**config.mk**
```make
export PLATFORM = sky130hd
export DESIGN_NAME = csucc_dp
export DESIGN_NICKNAME = d
export VERILOG_FILES = /design/src/rtl/csucc_pkg.sv /design/src/rtl/csucc_ram.sv /design/src/rtl/csucc_dp.sv
export SDC_FILE = /design/constraint.sdc
export NUM_CORES = 1
export LEC_CHECK = 0
export BUFFER_PORTS_ARGS = -buffer_cell sky130_fd_sc_hd__buf_2
export CAP_MARGIN = 20
export CORE_MARGIN = 5
export CORE_UTILIZATION = 25
export CTS_CLUSTER_DIAMETER = 40
export DETAILED_ROUTE_END_ITERATION = 10
export GPL_TIMING_DRIVEN = 1
export PLACE_DENSITY = 0.51
export SYNTH_ARGS = -nofsm -noshare
export SYNTH_HDL_FRONTEND = slang
export SYNTH_SLANG_ARGS = --single-unit
```
**constraint.sdc**
```tcl
create_clock -name clk_i -period 3.05 [get_ports clk_i]
set_input_delay 0.1525 -clock clk_i [delete_from_list [all_inputs] [get_ports clk_i]]
set_output_delay 0.1525 -clock clk_i [all_outputs]
set_load 0.01 [all_outputs]
```
**src/rtl/csucc_pkg.sv**
```systemverilog
`timescale 1ns / 1ps
// ----------------------------------------------------------------------------
// csucc_pkg
// Shared widths, codes, state type and control structs of the combination
// successor block.
// ----------------------------------------------------------------------------
package csucc_pkg;

  // default sizes of the slot store and of the index set
  localparam int unsigned MAX_SET_DEF    = 64;
  localparam int unsigned MAX_CHOOSE_DEF = 16;

  // fixed field widths
  localparam int unsigned INDEX_W    = 6;
  localparam int unsigned POS_W      = 4;
  localparam int unsigned SET_W      = 7;
  localparam int unsigned CHOOSE_W   = 5;
  localparam int unsigned CFG_W      = 7;
  localparam int unsigned CFG_ADDR_W = 1;
  localparam int unsigned CMP_W      = 8;

  // register reset values
  localparam logic [SET_W-1:0]    SET_SIZE_RST     = 7'd64;
  localparam logic [CHOOSE_W-1:0] CHOOSE_COUNT_RST = 5'd1;

  // configuration register indexes
  typedef enum logic [CFG_ADDR_W-1:0] {
    CFG_SET_SIZE     = 1'b0,
    CFG_CHOOSE_COUNT = 1'b1
  } cfg_reg_e;

  // controller states
  typedef enum logic [1:0] {
    ST_IDLE,
    ST_SCAN,
    ST_EMIT,
    ST_INVAL
  } state_e;

  // controller to datapath
  typedef struct packed {
    logic restart;     // reload first combination
    logic scan_init;   // arm the carry scan at the last slot
    logic scan_en;     // carry scan running
    logic carry_load;  // latch carry slot and its new value
    logic emit_en;     // emit pass running
    logic set_exh;     // enter exhausted state
    logic inval_load;  // load the invalid result
  } cmd_t;

  // datapath to controller
  typedef struct packed {
    logic no_comb;     // k is zero or above n
    logic exhausted;
    logic found;       // carry slot found this cycle
    logic not_found;   // scan reached slot zero without a carry
    logic emit_done;   // all results of the pass handed to the output stage
    logic out_free;    // output register can take a result this cycle
    logic s1_busy;     // read stage holds a result
  } sts_t;

endpackage

```
**src/rtl/csucc_ram.sv**
```systemverilog
`timescale 1ns / 1ps
// ----------------------------------------------------------------------------
// csucc_ram
// Generic simple dual-port RAM, one write and one read port, registered read
// with read enable.
// ----------------------------------------------------------------------------
module csucc_ram #(
  parameter int unsigned WIDTH = 8,
  parameter int unsigned DEPTH = 16,
  localparam int unsigned AW   = (DEPTH > 1) ? $clog2(DEPTH) : 1
) (
  input  logic             clk_i,
  input  logic             we_i,
  input  logic [AW-1:0]    waddr_i,
  input  logic [WIDTH-1:0] wdata_i,
  input  logic             re_i,
  input  logic [AW-1:0]    raddr_i,
  output logic [WIDTH-1:0] rdata_o
);

  logic [WIDTH-1:0] mem_q [DEPTH];
  logic [WIDTH-1:0] rdata_q;

  always_ff @(posedge clk_i) begin
    if (we_i) begin
      mem_q[waddr_i] <= wdata_i;
    end
    if (re_i) begin
      rdata_q <= mem_q[raddr_i];
    end
  end

  assign rdata_o = rdata_q;

endmodule

```
**src/rtl/csucc_dp.sv**
```systemverilog
`timescale 1ns / 1ps
// ----------------------------------------------------------------------------
// csucc_dp
// Datapath: configuration registers, slot store with valid bits, carry scan,
// refill and emit pipeline, output register.
// ----------------------------------------------------------------------------
module csucc_dp #(
  parameter int unsigned MAX_SET    = csucc_pkg::MAX_SET_DEF,
  parameter int unsigned MAX_CHOOSE = csucc_pkg::MAX_CHOOSE_DEF
) (
  input  logic                               clk_i,
  input  logic                               rst_ni,
  input  logic                               cfg_we_i,
  input  logic [csucc_pkg::CFG_ADDR_W-1:0]   cfg_addr_i,
  input  logic [csucc_pkg::CFG_W-1:0]        cfg_wdata_i,
  input  csucc_pkg::cmd_t                    cmd_i,
  output csucc_pkg::sts_t                    sts_o,
  output logic                               out_valid_o,
  input  logic                               out_ready_i,
  output logic [csucc_pkg::INDEX_W-1:0]      out_index_o,
  output logic [csucc_pkg::POS_W-1:0]        out_position_o,
  output logic                               out_last_o,
  output logic                               out_valid_res_o
);

  localparam int unsigned IW = (MAX_CHOOSE > 1) ? $clog2(MAX_CHOOSE) : 1;
  localparam int unsigned KW = $clog2(MAX_CHOOSE + 1);
  localparam int unsigned XW = csucc_pkg::INDEX_W;

  // configuration
  logic [csucc_pkg::SET_W-1:0]    set_size_q;
  logic [csucc_pkg::CHOOSE_W-1:0] choose_q;
  logic [csucc_pkg::SET_W-1:0]    n_eff;
  logic [KW-1:0]                  k_eff;

  always_ff @(posedge clk_i or negedge rst_ni) begin
    if (!rst_ni) begin
      set_size_q <= csucc_pkg::SET_SIZE_RST;
      choose_q   <= csucc_pkg::CHOOSE_COUNT_RST;
    end else if (cfg_we_i) begin
      unique case (cfg_addr_i)
        csucc_pkg::CFG_SET_SIZE:     set_size_q <= cfg_wdata_i[csucc_pkg::SET_W-1:0];
        csucc_pkg::CFG_CHOOSE_COUNT: choose_q   <= cfg_wdata_i[csucc_pkg::CHOOSE_W-1:0];
        default: ;
      endcase
    end
  end

  assign n_eff = (32'(set_size_q) > 32'(MAX_SET)) ? csucc_pkg::SET_W'(MAX_SET) : set_size_q;
  assign k_eff = (32'(choose_q) > 32'(MAX_CHOOSE)) ? KW'(MAX_CHOOSE) : KW'(choose_q);

  logic no_comb;
  assign no_comb = (k_eff == '0) ||
                   (csucc_pkg::CMP_W'(k_eff) > csucc_pkg::CMP_W'(n_eff));

  // slot store
  logic [MAX_CHOOSE-1:0] slot_vld_q;
  logic                  ram_we, ram_re;
  logic [IW-1:0]         ram_waddr, ram_raddr;
  logic [XW-1:0]         ram_wdata, ram_rdata;

  csucc_ram #(
    .WIDTH (XW),
    .DEPTH (MAX_CHOOSE)
  ) u_slots (
    .clk_i   (clk_i),
    .we_i    (ram_we),
    .waddr_i (ram_waddr),
    .wdata_i (ram_wdata),
    .re_i    (ram_re),
    .raddr_i (ram_raddr),
    .rdata_o (ram_rdata)
  );

  logic exh_q;

  // carry scan
  logic [IW-1:0]            rd_i_q;
  logic [IW-1:0]            cmp_i_q;
  logic                     cmp_v_q;
  logic                     cmp_slot_vld_q;
  logic [XW-1:0]            cmp_val;
  logic [csucc_pkg::CMP_W-1:0] cmp_lim;
  logic                     grow;

  assign cmp_val = cmp_slot_vld_q ? ram_rdata : XW'(cmp_i_q);
  assign cmp_lim = csucc_pkg::CMP_W'(n_eff) - csucc_pkg::CMP_W'(k_eff)
                   + csucc_pkg::CMP_W'(cmp_i_q);
  assign grow    = csucc_pkg::CMP_W'(cmp_val) < cmp_lim;

  // emit pass
  logic [KW-1:0] p_q;
  logic [KW-1:0] carry_q;
  logic [XW-1:0] carry_val_q;
  logic [IW-1:0] p_idx;
  logic          p_live, p_refill, issue;
  logic [XW-1:0] fill_val;

  logic                       s1_v_q;
  logic                       s1_ram_q;
  logic [XW-1:0]              s1_calc_q;
  logic [csucc_pkg::POS_W-1:0] s1_pos_q;
  logic                       s1_last_q;
  logic                       s1_move;

  logic                       o_v_q;
  logic [XW-1:0]              o_index_q;
  logic [csucc_pkg::POS_W-1:0] o_pos_q;
  logic                       o_last_q;
  logic                       o_vres_q;
  logic                       out_free;

  assign p_idx    = p_q[IW-1:0];
  assign p_live   = p_q < k_eff;
  assign p_refill = p_q >= carry_q;
  assign fill_val = carry_val_q + XW'(p_q - carry_q);

  assign out_free = !o_v_q || out_ready_i;
  assign s1_move  = s1_v_q && out_free;
  assign issue    = cmd_i.emit_en && p_live && (!s1_v_q || s1_move);

  // memory port selection
  assign ram_re    = cmd_i.scan_en || issue;
  assign ram_raddr = cmd_i.scan_en ? rd_i_q : p_idx;
  assign ram_we    = issue && p_refill;
  assign ram_waddr = p_idx;
  assign ram_wdata = fill_val;

  // control registers
  always_ff @(posedge clk_i or negedge rst_ni) begin
    if (!rst_ni) begin
      slot_vld_q <= '0;
      exh_q      <= 1'b0;
      cmp_v_q    <= 1'b0;
      s1_v_q     <= 1'b0;
      o_v_q      <= 1'b0;
      rd_i_q     <= '0;
      p_q        <= '0;
      carry_q    <= '0;
    end else begin
      if (cmd_i.restart) begin
        slot_vld_q <= '0;
        exh_q      <= no_comb;
        carry_q    <= k_eff;
        p_q        <= '0;
      end
      if (cmd_i.set_exh) begin
        exh_q <= 1'b1;
      end
      if (cmd_i.scan_init) begin
        rd_i_q  <= IW'(k_eff - KW'(1));
        cmp_v_q <= 1'b0;
      end
      if (cmd_i.scan_en) begin
        cmp_v_q <= 1'b1;
        if (rd_i_q != '0) begin
          rd_i_q <= rd_i_q - IW'(1);
        end
      end
      if (cmd_i.carry_load) begin
        carry_q <= KW'(cmp_i_q);
        p_q     <= '0;
      end
      if (ram_we) begin
        slot_vld_q[p_idx] <= 1'b1;
      end
      if (issue) begin
        p_q <= p_q + KW'(1);
      end
      if (issue) begin
        s1_v_q <= 1'b1;
      end else if (s1_move) begin
        s1_v_q <= 1'b0;
      end
      if (s1_move || cmd_i.inval_load) begin
        o_v_q <= 1'b1;
      end else if (out_ready_i) begin
        o_v_q <= 1'b0;
      end
    end
  end

  // payload registers
  always_ff @(posedge clk_i) begin
    if (cmd_i.scan_en) begin
      cmp_i_q        <= rd_i_q;
      cmp_slot_vld_q <= slot_vld_q[rd_i_q];
    end
    if (cmd_i.carry_load) begin
      carry_val_q <= cmp_val + XW'(1);
    end
    if (issue) begin
      s1_ram_q  <= !p_refill && slot_vld_q[p_idx];
      s1_calc_q <= p_refill ? fill_val : XW'(p_q);
      s1_pos_q  <= csucc_pkg::POS_W'(p_q);
      s1_last_q <= (p_q == k_eff - KW'(1));
    end
    if (s1_move) begin
      o_index_q <= s1_ram_q ? ram_rdata : s1_calc_q;
      o_pos_q   <= s1_pos_q;
      o_last_q  <= s1_last_q;
      o_vres_q  <= 1'b1;
    end else if (cmd_i.inval_load) begin
      o_index_q <= '0;
      o_pos_q   <= '0;
      o_last_q  <= 1'b1;
      o_vres_q  <= 1'b0;
    end
  end

  // status
  always_comb begin
    sts_o           = '0;
    sts_o.no_comb   = no_comb;
    sts_o.exhausted = exh_q;
    sts_o.found     = cmd_i.scan_en && cmp_v_q && grow;
    sts_o.not_found = cmd_i.scan_en && cmp_v_q && !grow && (cmp_i_q == '0);
    sts_o.emit_done = !p_live && (!s1_v_q || s1_move);
    sts_o.out_free  = out_free;
    sts_o.s1_busy   = s1_v_q;
  end

  assign out_valid_o     = o_v_q;
  assign out_index_o     = o_index_q;
  assign out_position_o  = o_pos_q;
  assign out_last_o      = o_last_q;
  assign out_valid_res_o = o_vres_q;

endmodule

```
==> out/results.tsv <==
stage	metric	value	unit
synthesis	synth_cells	665	
die	die_y	201	µm
timing	timing.fmax	269	MHz
layout	n_fill_cell	3580	
synthesis	yosysTopAreaCellShare	0.449	
global_route	grt_use_total	0.109	
place	portBuffers	38	
synthesis	yosysWarnings	0	
routing	drcViolationCount	0	
routing	drtIter0Drc	364	
clock_network	clock_latency	430	ps
global_route	grt_pass1_wl	34.2	mm
worst_setup_path	rrSetupSlack	200	ps
place	dp.cells	1203	
die	top_level_ports	39	
routing	firstDrtPassIters	4	
routing	num_vias	5609	
clock_network	tritoncts	done	
global_route	grt_pass1_vias	5828	
pwr	total_power	0.0100	W
worst_setup_path	critPathKind	reg2out	
pwr	ir_worst_vdd	542	µV
timing	worst_slack	-662	ps
routing	viasPerCell	4.48	
die	start_util	0.255	
hold_path	min-delay-start	out_ready_i	
synthesis	yosys-top-cells-area	edfxtp_1, dfrtp_1, ha_1	
synthesis	synth_edf_count	136	
die	die_w	201	µm
run	drv_cap	0	
outcome	violations	negative setup slack	
global_route	grt.overflow.total	0	
routing	avgRoutedWirePerCell	17.4	µm
synthesis	synth_fp_nets	738	
global_route	grt_use_met2	0.181	
global_route	busiest_layer	met2	
synthesis	synth_top_cell_by_area	edfxtp_1	
global_route	grtUsageMet3	0.0181	
hold_path	hold_path_class	in2reg	
layout	n_antenna_cell	0	
clock_network	cts_buffer_depth	2	
hold_path	min_to	s1_v_q	
clock_network	htree_levels	4	
worst_setup_path	crit_path_start_kind	register	
timing	final_hold_viol_count	0	
layout	nets	850	
pwr	powerDensity	892	nW/µm²
timing	finalSetupTns	-1300	ps
layout	finalNonFillerCells	1251	
synthesis	synth_cell_types	57	
worst_setup_path	r2r-start	p_q[1]	
timing	rsz0062_at_grt	true	
routing	final_antenna_net_count	0	
timing	period_share	1.22	
place	post-dp-hpwl	15.4	mm
worst_setup_path	crit_fanout	5	
outcome	run_status	complete, but fails checks	
die	row_count	69	
synthesis	netlist_top_cells_count	edfxtp_1, inv_1, ha_1	
worst_setup_path	startpoint	set_size_q[6]	
pwr	p_leak	4.48	nW
synthesis	yosysSeqAreaShare	0.578	
synthesis	synth_seq_cells	183	
synthesis	ys_async_sr_fraction	0.251	
worst_setup_path	rr_worst_depth	10	
synthesis	synthesis.area	9100	µm²
worst_setup_path	critPathCaptureType	output port	
place	pre_cts_ws	-259	ps
global_route	grt_max_degree	40	
hold_path	hold_depth	3	
global_route	antenna_found_initial	0	
die	core_area	35700	µm²
timing	setup_violations	2	
worst_setup_path	worstReg2RegEnd	u_slots.mem_q[1][5]	
clock_network	numCtsBuffers	17	
timing	worst_clock_skew	8.68	ps
global_route	gr-usage-met1	0.148	
synthesis	avgSynthCellArea	13.7	µm²
place	gp_congestion	0.761	
layout	drive_gt1_frac	0.286	
clock_network	cts.reportedPaths.clkPinSlew	70	ps
worst_setup_path	cp.required	2900	ps
worst_setup_path	crit_arrival	3560	ps
synthesis	synth_flop_cell	edfxtp_1	
clock_network	cts.sinks	183	
die	dieArea	40300	µm²
synthesis	synth.most_common_cell	edfxtp_1	
timing	worst_pin_slew	837	ps
layout	area_growth	23.3	%
timing	slew_headroom	0.442	
timing	slew_viol_final	0	
routing	routed_wl	21.8	mm
timing	layout_min_cycle_time	3710	ps
clock_network	root_buffer	clkbuf_16	
==> metal layers <==
metal / routed length, µm / up-vias
met5: 0 / -
met4: 252 / 0
met3: 494 / 13
met2: 10700 / 68
met1: 10300 / 2866
li1: - / 2662
==> area by class of cell <==
type,instances,area (µm²),area share
well taps,461,577,0.0514
inverters,73,279,0.0249
multi-input cells,378,3600,0.321
clock inverters,15,184,0.0164
repair buffers,124,896,0.0799
clock buffers,17,425,0.0379
flip-flops and latches,183,5260,0.469
==> per-stage QoR <==
step	util	area [µm²]	hold WS [ps]
after global routing	0.314	11200	32.7
after floorplan	-	9180	-143
final	0.314	11200	31.3
after detailed placement	0.289	10300	311
after CTS	0.313	11200	15.9
after global placement	0.289	10300	310
==> power breakdown <==
| group | switching [W] | internal, W |
|---|---|---|
| clock network | 0.00109 | 0.00118 |
| logic | 0.00232 | 0.00159 |
| registers | 0.000221 | 0.00361 |
==> worst max-delay path by stage <==
stage / cells past startpoint / endpoint / slack [ps]
6_report: 14 / sts_o[4] / -660
5_1_grt: 14 / sts_o[3] / -840
3_3_place_gp: 18 / sts_o[4] / -260
4_1_cts: 14 / sts_o[4] / -670
3_5_place_dp: 16 / sts_o[4] / -260
2_1_floorplan: 16 / sts_o[4] / -80
==> state kept, by name, summed over array words and instances, names as in the netlist, 4 cells and up <==
name / count
u_slots.mem_q: 96
slot_vld_q: 16
set_size_q: 7
carry_val_q: 6
out_index_o: 6
s1_calc_q: 6
u_slots.rdata_o: 6
carry_q: 5
choose_q: 5
p_q: 5
cmp_i_q: 4
out_position_o: 4
rd_i_q: 4
s1_pos_q: 4
==> kinds of logic after synthesis <==
kind of cell / synth area share
flip-flops: 0.578
AND/OR/NAND/NOR: 0.0811
AO/OA/AOI/OAI: 0.0610
adder cells (fa/ha/maj): 0.0817
multiplexers: 0.132
buffers and inverters: 0.0487
XOR/XNOR: 0.0183
==> repair_timing <==
item	CTS	global route
resized for setup	17	7
buffers inserted	4	1
hold buffers	11	0
endpoints found under the setup margin	2	2
hold endpoints to repair	43	0
gates cloned	0	0
pin swaps	16	6
==> placed cells by master (no fill, tap or decap), drive strengths merged, types with 19 or more instances in the layout <==
cell	synthesis	final
buf	20	113
dfrtp	44	44
edfxtp	136	136
ha	45	45
inv	72	80
mux2i	19	19
mux4	34	34
nand2	37	37
nand3	27	27
nor2	38	38
==> worst max-delay path: stages, from the launching register on <==
cell and delay [ps]:
dfstp_2 560, nand2b_4 140, fa_2 460, inv_2 90
ha_4 200, a21oi_4 130, o22ai_2 100, nor2_1 120
xor2_1 80, ha_1 330, nand3_2 130, a211oi_4 210
o32ai_4 130, o311a_1 300, buf_2 140
No activity file was read; power rests on OpenSTA's default activity.
