===== config.mk =====
export PLATFORM = sky130hd
export DESIGN_NAME = csucc_ctrl
export DESIGN_NICKNAME = d
export VERILOG_FILES = /design/src/rtl/csucc_pkg.sv /design/src/rtl/csucc_ctrl.sv
export SDC_FILE = /design/constraint.sdc
export NUM_CORES = 1
export LEC_CHECK = 0
export BUFFER_PORTS_ARGS = -buffer_cell sky130_fd_sc_hd__buf_2
export CORE_AREA = 3 3 40 42
export CTS_CLUSTER_SIZE = 14
export DETAILED_ROUTE_END_ITERATION = 7
export DIE_AREA = 0 0 43 45
export PLACE_DENSITY = 0.47
export SYNTH_ARGS = -nofsm -noshare
export SYNTH_HDL_FRONTEND = slang
export SYNTH_SLANG_ARGS = --single-unit

===== constraint.sdc =====
create_clock -name clk_i -period 1.6 [get_ports clk_i]
set_input_delay 0.16 -clock clk_i [delete_from_list [all_inputs] [get_ports clk_i]]
set_output_delay 0.16 -clock clk_i [all_outputs]
set_load 0.005 [all_outputs]

===== src/rtl/csucc_pkg.sv =====
`timescale 1ns / 1ps
// ----------------------------------------------------------------------------
// csucc_pkg
// Shared widths, codes, state type and control structs of the combination
// successor block.
// ----------------------------------------------------------------------------
package csucc_pkg;

  // default sizes of the slot store and of the index set
  localparam int unsigned MAX_SET_DEF    = 64;
  localparam int unsigned MAX_CHOOSE_DEF = 16;

  // fixed field widths
  localparam int unsigned INDEX_W    = 6;
  localparam int unsigned POS_W      = 4;
  localparam int unsigned SET_W      = 7;
  localparam int unsigned CHOOSE_W   = 5;
  localparam int unsigned CFG_W      = 7;
  localparam int unsigned CFG_ADDR_W = 1;
  localparam int unsigned CMP_W      = 8;

  // register reset values
  localparam logic [SET_W-1:0]    SET_SIZE_RST     = 7'd64;
  localparam logic [CHOOSE_W-1:0] CHOOSE_COUNT_RST = 5'd1;

  // configuration register indexes
  typedef enum logic [CFG_ADDR_W-1:0] {
    CFG_SET_SIZE     = 1'b0,
    CFG_CHOOSE_COUNT = 1'b1
  } cfg_reg_e;

  // controller states
  typedef enum logic [1:0] {
    ST_IDLE,
    ST_SCAN,
    ST_EMIT,
    ST_INVAL
  } state_e;

  // controller to datapath
  typedef struct packed {
    logic restart;     // reload first combination
    logic scan_init;   // arm the carry scan at the last slot
    logic scan_en;     // carry scan running
    logic carry_load;  // latch carry slot and its new value
    logic emit_en;     // emit pass running
    logic set_exh;     // enter exhausted state
    logic inval_load;  // load the invalid result
  } cmd_t;

  // datapath to controller
  typedef struct packed {
    logic no_comb;     // k is zero or above n
    logic exhausted;
    logic found;       // carry slot found this cycle
    logic not_found;   // scan reached slot zero without a carry
    logic emit_done;   // all results of the pass handed to the output stage
    logic out_free;    // output register can take a result this cycle
    logic s1_busy;     // read stage holds a result
  } sts_t;

endpackage


===== src/rtl/csucc_ctrl.sv =====
`timescale 1ns / 1ps
// ----------------------------------------------------------------------------
// csucc_ctrl
// Sequencer of the combination successor: accept, carry scan, emit pass and
// invalid result.
// ----------------------------------------------------------------------------
module csucc_ctrl (
  input  logic              clk_i,
  input  logic              rst_ni,
  input  logic              in_valid_i,
  output logic              in_ready_o,
  input  logic              in_restart_i,
  input  csucc_pkg::sts_t   sts_i,
  output csucc_pkg::cmd_t   cmd_o
);

  csucc_pkg::state_e state_q, state_d;
  logic              accept;

  assign accept = in_valid_i && (state_q == csucc_pkg::ST_IDLE);

  always_ff @(posedge clk_i or negedge rst_ni) begin
    if (!rst_ni) begin
      state_q <= csucc_pkg::ST_IDLE;
    end else begin
      state_q <= state_d;
    end
  end

  // next state
  always_comb begin
    state_d = state_q;
    unique case (state_q)
      csucc_pkg::ST_IDLE: begin
        if (accept) begin
          if (in_restart_i) begin
            state_d = sts_i.no_comb ? csucc_pkg::ST_INVAL : csucc_pkg::ST_EMIT;
          end else if (sts_i.exhausted || sts_i.no_comb) begin
            state_d = csucc_pkg::ST_INVAL;
          end else begin
            state_d = csucc_pkg::ST_SCAN;
          end
        end
      end
      csucc_pkg::ST_SCAN: begin
        if (sts_i.found) begin
          state_d = csucc_pkg::ST_EMIT;
        end else if (sts_i.not_found) begin
          state_d = csucc_pkg::ST_INVAL;
        end
      end
      csucc_pkg::ST_EMIT: begin
        if (sts_i.emit_done) begin
          state_d = csucc_pkg::ST_IDLE;
        end
      end
      csucc_pkg::ST_INVAL: begin
        if (sts_i.out_free) begin
          state_d = csucc_pkg::ST_IDLE;
        end
      end
      default: state_d = csucc_pkg::ST_IDLE;
    endcase
  end

  // outputs
  always_comb begin
    cmd_o      = '0;
    in_ready_o = 1'b0;
    unique case (state_q)
      csucc_pkg::ST_IDLE: begin
        in_ready_o = 1'b1;
        if (accept) begin
          if (in_restart_i) begin
            cmd_o.restart = 1'b1;
          end else if (sts_i.exhausted || sts_i.no_comb) begin
            cmd_o.set_exh = 1'b1;
          end else begin
            cmd_o.scan_init = 1'b1;
          end
        end
      end
      csucc_pkg::ST_SCAN: begin
        cmd_o.scan_en = 1'b1;
        if (sts_i.found) begin
          cmd_o.carry_load = 1'b1;
        end else if (sts_i.not_found) begin
          cmd_o.set_exh = 1'b1;
        end
      end
      csucc_pkg::ST_EMIT: begin
        cmd_o.emit_en = 1'b1;
      end
      csucc_pkg::ST_INVAL: begin
        cmd_o.inval_load = sts_i.out_free;
      end
      default: cmd_o = '0;
    endcase
  end

endmodule


==> impl_metrics.yaml, run 1 <==
worst_hold_path:
  min_path_cells: 3
  min-delay-start: "sts_i[1]"
  hold_class: "primary input to flip-flop"
place:
  gp_congestion: 0.662
  place_inst: 57
  portBuffers: 17
timing:
  grt_setup_unrepaired: "false"
  max_freq_mhz: 701
  slew_violations: 0
  finalSetupTns_ns: 0
  period_minus_slack_ns: 1.43
  fin_crit_sh_pct: 89.2
  timing.final.hold_violations: 0
  finalSetupViolations: 0
  tightest_slew_ns: 0.350
  clock_skew_ns: 0.000784
  relSlewSlack_pct: 76.4
synth:
  synth-seq-area-share_pct: 24.5
  synth_seq_cells: 2
  synth_top_area_share_pct: 24.5
  ys_types: 20
  syn_avg_cell_area_um2: 8.16
  synth_edf_count: 0
  ys.warnings.count: 0
  synthArstFlopShare_pct: 100
  synth_nets: 36
  synth-main-ff-cell: "dfrtp_1"
  syn_inst: 25
  synthTopCellsByCount: "3 x nor2_1, 2 x and3_1, 2 x dfrtp_1, 2 x nand2_1"
  synth.area.top_cells: "dfrtp_1 25%, a221oi_2 7.4%, mux2_4 7.4%"
  yosysTopAreaCell: "dfrtp_1"
  synth_area_um2: 204
  synth.most_common_cell: "nor2_1"
worst_setup_path:
  r2r_setup_slack_ns: 0.42
  endpoint: "cmd_o[5]"
  worst_setup_path_start_kind: "flip-flop"
  path_cells: "nor2_2 -> nand2_1 -> nor4_2 -> buf_2"
  endpoint_kind: "output pin"
  required_ns: 1.44
  critical_path_class: "flip-flop to output pin"
  r2r_start: "state_q[0]$_DFFE_PN0P_"
  crit_path_start: "state_q[0]$_DFFE_PN0P_"
  crit_slowest_cell: "dfrtp_1"
  worstPathMaxFanout: 8
  rr_worst_depth: 2
  critical_path_arrival_ns: 1.27
  worst_path_largest_cell_delay_ns: 0.47
  r2r_end: "state_q[1]$_DFFE_PN0P_"
route:
  wl_per_cell_um: 9.64
  detail-route-antenna-nets: 0
  drt_iter0_markers: 3
  dr_total_vias: 268
  drt_wl_total_um: 588
  drc_errors: 0
  viasPerCell: 4.39
  drt_pass1_iterations: 2
cts:
  htree_levels: 1
  clkLatencyLatePin_ns: 0.22
  cts_inserted_buffers: 3
  clk_pin_slew_ns: 0.03
  cts_tree: "done"
  cts.sinks: 2
  root_buffer: "clkbuf_4"
  clockBufferDepth: 2
floorplan:
  dieArea_um2: 1940
  core_area_um2: 1280
  die_w_um: 43
  rows: 13
  start_util_pct: 15.9
  ioPinCount: 19
  die_h_um: 45
finish:
  fin_nets: 59
  largest_reg_flops: 2
  reg_top3: "state_q: 2 flops"
  fin_cells: 61
  drive_gt1_share_pct: 56.5
  multi_input_area_um2: 148
  nFillCells: 156
  seq_area_um2: 50.0
  area_growth_pct: 69.3
  num_antenna_cells: 0
  regMostFlops: "state_q"
global_route:
  overflow: 0
  grt_start_max_net_pins: 9
  grt_pass1_wl_um: 986
  antenna_found_initial: 0
  grt_pass1_vias: 258
  grt_usage_pct: 7.33
power_and_ir_drop:
  ir_drop_uv: 380
  pwr_density_cell_nw_per_um2: 1460
  leakage_nw: 0.176
status:
  status: "finished clean"
flow_run:
  max-cap-violations: 0
-- metal layers --
layer	up-vias	global-route usage, %	routed length, um
met1	120	8.45	259
met3	0	2.39	49
met5	-	0	0
met2	12	9.58	279
li1	136	-	-
met4	0	9.04	0
-- area by class of cell --
cell class / instances / share of cell area [%]
multi-input combinational: 21 / 42.8
timing repair buffer: 19 / 29.7
sequential: 2 / 14.5
clock buffer: 3 / 6.52
tap: 15 / 5.43
inverter: 1 / 1.09
-- where the power goes --
part	switching, mW	internal, mW
Sequential	0.0407	0.0767
Clock	0.0298	0.0829
Combinational	0.125	0.147
-- worst min-delay path by stage --
stage / slack (ns) / end
floorplan: -0.14 / state_q[0]$_DFFE_PN0P_
global placement: -0.05 / state_q[0]$_DFFE_PN0P_
detailed placement: -0.05 / state_q[1]$_DFFE_PN0P_
CTS: 0.22 / state_q[0]$_DFFE_PN0P_
global route: 0.26 / state_q[1]$_DFFE_PN0P_
finish: 0.23 / state_q[0]$_DFFE_PN0P_
-- per-stage QoR --
step / hold WS, ns / area, um^2 / worst slack [ns] / utilization [%] / power, mW
finish: 0.227 / 345 / 0.173 / 26.9 / 0.503
global route: 0.264 / 345 / 0.0246 / 26.9 / 0.556
CTS: 0.219 / 343 / 0.0690 / 26.7 / 0.510
detailed placement: -0.0543 / 310 / 0.320 / 24.1 / 0.388
global placement: -0.0539 / 310 / 0.318 / 24.1 / 0.389
floorplan: -0.136 / 204 / 0.456 / - / 0.276
-- cells in the final DEF, fill, tap and decap left out --
master | Yosys | final
a21oi_1 | 1 | 1
a221oi_2 | 1 | 1
a31oi_1 | 1 | 1
and2_1 | 1 | 1
and2b_1 | 1 | 1
and3_1 | 2 | 2
buf_2 | 1 | 17
buf_4 | 0 | 1
clkbuf_4 | 0 | 3
dfrtp_1 | 2 | 2
dlygate4sd3_1 | 0 | 1
inv_2 | 1 | 1
mux2_4 | 1 | 1
nand2_1 | 2 | 2
nand2b_1 | 1 | 1
nand3b_1 | 1 | 1
nor2_1 | 3 | 2
nor2_2 | 0 | 1
nor2b_1 | 1 | 1
nor4_1 | 1 | 1
nor4_2 | 1 | 1
o211ai_1 | 1 | 1
o21ai_1 | 1 | 1
o31ai_1 | 1 | 1
-- critical path: cells and delay by family, from the launching register on --
kind / cells / cell delay (ns)
buffers and inverters: 1 / 0.15
DFF: 1 / 0.47
and+or+nand+nor: 3 / 0.43
-- cell families after synthesis --
kind of cell | count (synthesis) | share of synthesized area (%)
compound gates | 6 | 22.7
buf+inv | 2 | 4.29
flops | 2 | 24.5
mux | 1 | 7.36
simple gates | 14 | 41.1
-- timing repair --
action	CTS	global route
setup endpoints to repair	0	1
buffers inserted	0	0
hold buffers	1	0
gates resized for setup	0	1
hold endpoints to repair	2	0
(Power assumes the default switching activity.)
==> inputs of run 2 (changes only) <==
--- a/config.mk
+++ b/config.mk
@@ -5,12 +5,13 @@
 export SDC_FILE = /design/constraint.sdc
 export NUM_CORES = 1
 export LEC_CHECK = 0
+export ABC_AREA = 1
 export BUFFER_PORTS_ARGS = -buffer_cell sky130_fd_sc_hd__buf_2
 export CORE_AREA = 3 3 40 42
 export CTS_CLUSTER_SIZE = 14
 export DETAILED_ROUTE_END_ITERATION = 7
 export DIE_AREA = 0 0 43 45
-export PLACE_DENSITY = 0.47
+export PLACE_DENSITY = 0.5
 export SYNTH_ARGS = -nofsm -noshare
 export SYNTH_HDL_FRONTEND = slang
 export SYNTH_SLANG_ARGS = --single-unit
==> impl_metrics.yaml, run 2 <==
global_route:
  grt_usage_pct: 7.16
  grt_pass1_vias: 295
  antenna_found_initial: 0
  overflow: 0
  grt_start_max_net_pins: 7
  grt_pass1_wl_mm: 1.06
synth:
  ys_types: 14
  synth.most_common_cell: "nand2_1"
  synth_xor_area_share_pct: 0
  synth_mux_area_share_pct: 0
  synth-compound-area-share_pct: 10.1
  yosysTopAreaCell: "dfrtp_1"
  yosys.area_share.simple_pct: 54.3
  synth_top_family_by_area: "simple AND/OR/NAND/NOR gates"
  synth_area_um2: 235
  synth_edf_count: 0
  synth_top_area_share_pct: 21.3
  synth-main-ff-cell: "dfrtp_1"
  synth.area.top_cells: "dfrtp_1 21%, nand2_1 16%, inv_1 11%"
  synth_fa_ha_area_share_pct: 0
  ys.warnings.count: 0
  synth-seq-area-share_pct: 21.3
  syn_inst: 43
  synthTopCellsByCount: "10 x nand2_1, 7 x inv_1, 7 x nor2_1, 5 x nand3_1, 3 x nor3_1"
  synth_seq_cells: 2
  synth_nets: 54
  syn_avg_cell_area_um2: 5.47
  synthArstFlopShare_pct: 100
timing:
  fin_crit_sh_pct: 88.4
  finalSetupViolations: 0
  tightest_slew_ns: 0.233
  timing.final.hold_violations: 0
  finalSetupTns_ns: 0
  max_freq_mhz: 707
  slew_violations: 0
  clock_skew_ns: 0.000226
  grt_setup_unrepaired: "false"
  hold_slack_ns: 0.256
  relSlewSlack_pct: 84.5
  period_minus_slack_ns: 1.41
place:
  place_inst: 75
  gp_congestion: 0.713
  hpwl_um: 545
  portBuffers: 17
finish:
  drive_gt1_share_pct: 39.1
  final_common_cell: "buf_2"
  largest_reg_flops: 2
  num_antenna_cells: 0
  nFillCells: 152
  fin_nets: 77
  regMostFlops: "state_q"
  layout_common_cells: "17 x buf_2, 10 x nand2_1, 7 x inv_1, 7 x nor2_1, 5 x nand3_1"
  reg_top3: "state_q: 2 flops"
  area_growth_pct: 58.0
  fin_cells: 79
route:
  wl_per_cell_um: 8.08
  drt_iter0_markers: 10
  viasPerCell: 4.23
  dr_total_vias: 334
  drt_pass1_iterations: 4
  drc_errors: 0
  detail-route-antenna-nets: 0
  drt_wl_total_um: 638
cts:
  clk_pin_slew_ns: 0.03
  clockBufferDepth: 2
  clkLatencyLatePin_ns: 0.22
  htree_levels: 1
  cts_inserted_buffers: 3
  cts.sinks: 2
  cts_tree: "done"
  root_buffer: "clkbuf_4"
  post_cts_resized: 0
power_and_ir_drop:
  ir_drop_uv: 418
  leakage_nw: 0.231
  pwr_density_cell_nw_per_um2: 1430
worst_setup_path:
  critical_path_class: "flip-flop to output pin"
  path_cells: "nor2_2 -> nand3_1 -> nor3_1 -> buf_2"
  endpoint_kind: "output pin"
  crit_family: "simple AND/OR/NAND/NOR gates"
  worst_path_largest_cell_delay_ns: 0.44
  worstPathMaxFanout: 5
  worst_setup_path_start_kind: "flip-flop"
  crit_slowest_cell: "dfrtp_1"
  crit_buf_inv: 1
  critical_path_arrival_ns: 1.25
  required_ns: 1.44
worst_hold_path:
  hold_class: "primary input to async pin"
floorplan:
  ioPinCount: 19
  core_area_um2: 1280
  dieArea_um2: 1940
  rows: 13
  die_w_um: 43
  die_h_um: 45
  start_util_pct: 18.3
status:
  status: "finished clean"
flow_run:
  max-cap-violations: 0
[run 2: changes by cell type after synthesis, moves of 2 or more]
cell | previous run | this run
nor2_1 | 3 | 7
nand2_1 | 2 | 10
inv_1 | 0 | 7
nor3_1 | 0 | 3
and3_1 | 2 | 0
nand3_1 | 0 | 5
[run 2: cells by family after synthesis]
family                 after synthesis
AO/OA/AOI/OAI                        4
flip-flops                           2
buffers and inverters                9
AND/OR/NAND/NOR                     28
[run 2: power breakdown]
part,internal [mW],total (mW),leakage (nW),switching [mW]
Sequential,0.0763,0.119,0.0245,0.0426
Combinational,0.129,0.306,0.192,0.177
Clock,0.0825,0.108,0.0138,0.0258
[run 2: final timing paths]
path                                        startpoint                     end  slack [ns]  cells past startpoint
worst max-delay path            state_q[1]$_DFFE_PN0P_                cmd_o[5]        0.19                      4
worst min-delay path                            rst_ni  state_q[0]$_DFFE_PN0P_        0.26                      2
worst max register to register  state_q[1]$_DFFE_PN0P_  state_q[0]$_DFFE_PN0P_        0.56                      6
worst min register to register  state_q[1]$_DFFE_PN0P_  state_q[1]$_DFFE_PN0P_        0.74                      3
max in group asynchronous                       rst_ni  state_q[1]$_DFFE_PN0P_        1.25                      2
min in group clk_i                            sts_i[3]  state_q[1]$_DFFE_PN0P_        0.34                      5
[run 2: area by class of cell]
class	instances	area (um^2)	area share (%)
clock buffer	3	22.5	6.06
sequential	2	50.0	13.5
timing repair buffer	18	95.1	25.6
inverter	9	33.8	9.09
multi-input combinational	32	151	40.7
tap	15	18.8	5.05
[run 2: timing repair]
action | in CTS | in global routing
setup buffers | 0 | 0
hold endpoints to repair | 2 | 0
hold buffers | 1 | 0
[run 2: worst reg2reg max path, delay by kind of cell (launching register included)]
family                 cells  cell delay (ns)
DFF                        1             0.44
buffers and inverters      1             0.13
and+or+nand+nor            5             0.35
[run 2: per-layer routing]
| layer | vias to the layer above | GRT usage, % | wire length, um |
|---|---|---|---|
| li1 | 178 | - | - |
| met1 | 149 | 7.23 | 277 |
| met2 | 7 | 12.3 | 319 |
| met3 | 0 | 3.59 | 41 |
| met4 | 0 | 3.61 | 0 |
| met5 | - | 0 | 0 |
[run 2: through the flow]
stage / setup slack [ns] / cell area, um^2 / utilization (%) / total power [mW]
floorplan: 0.550 / 235 / - / 0.321
global route: 0.0695 / 372 / 28.9 / 0.605
finish: 0.186 / 372 / 28.9 / 0.533
global placement: 0.409 / 339 / 26.4 / 0.431
CTS: 0.166 / 372 / 28.9 / 0.547
detailed placement: 0.414 / 339 / 26.4 / 0.428
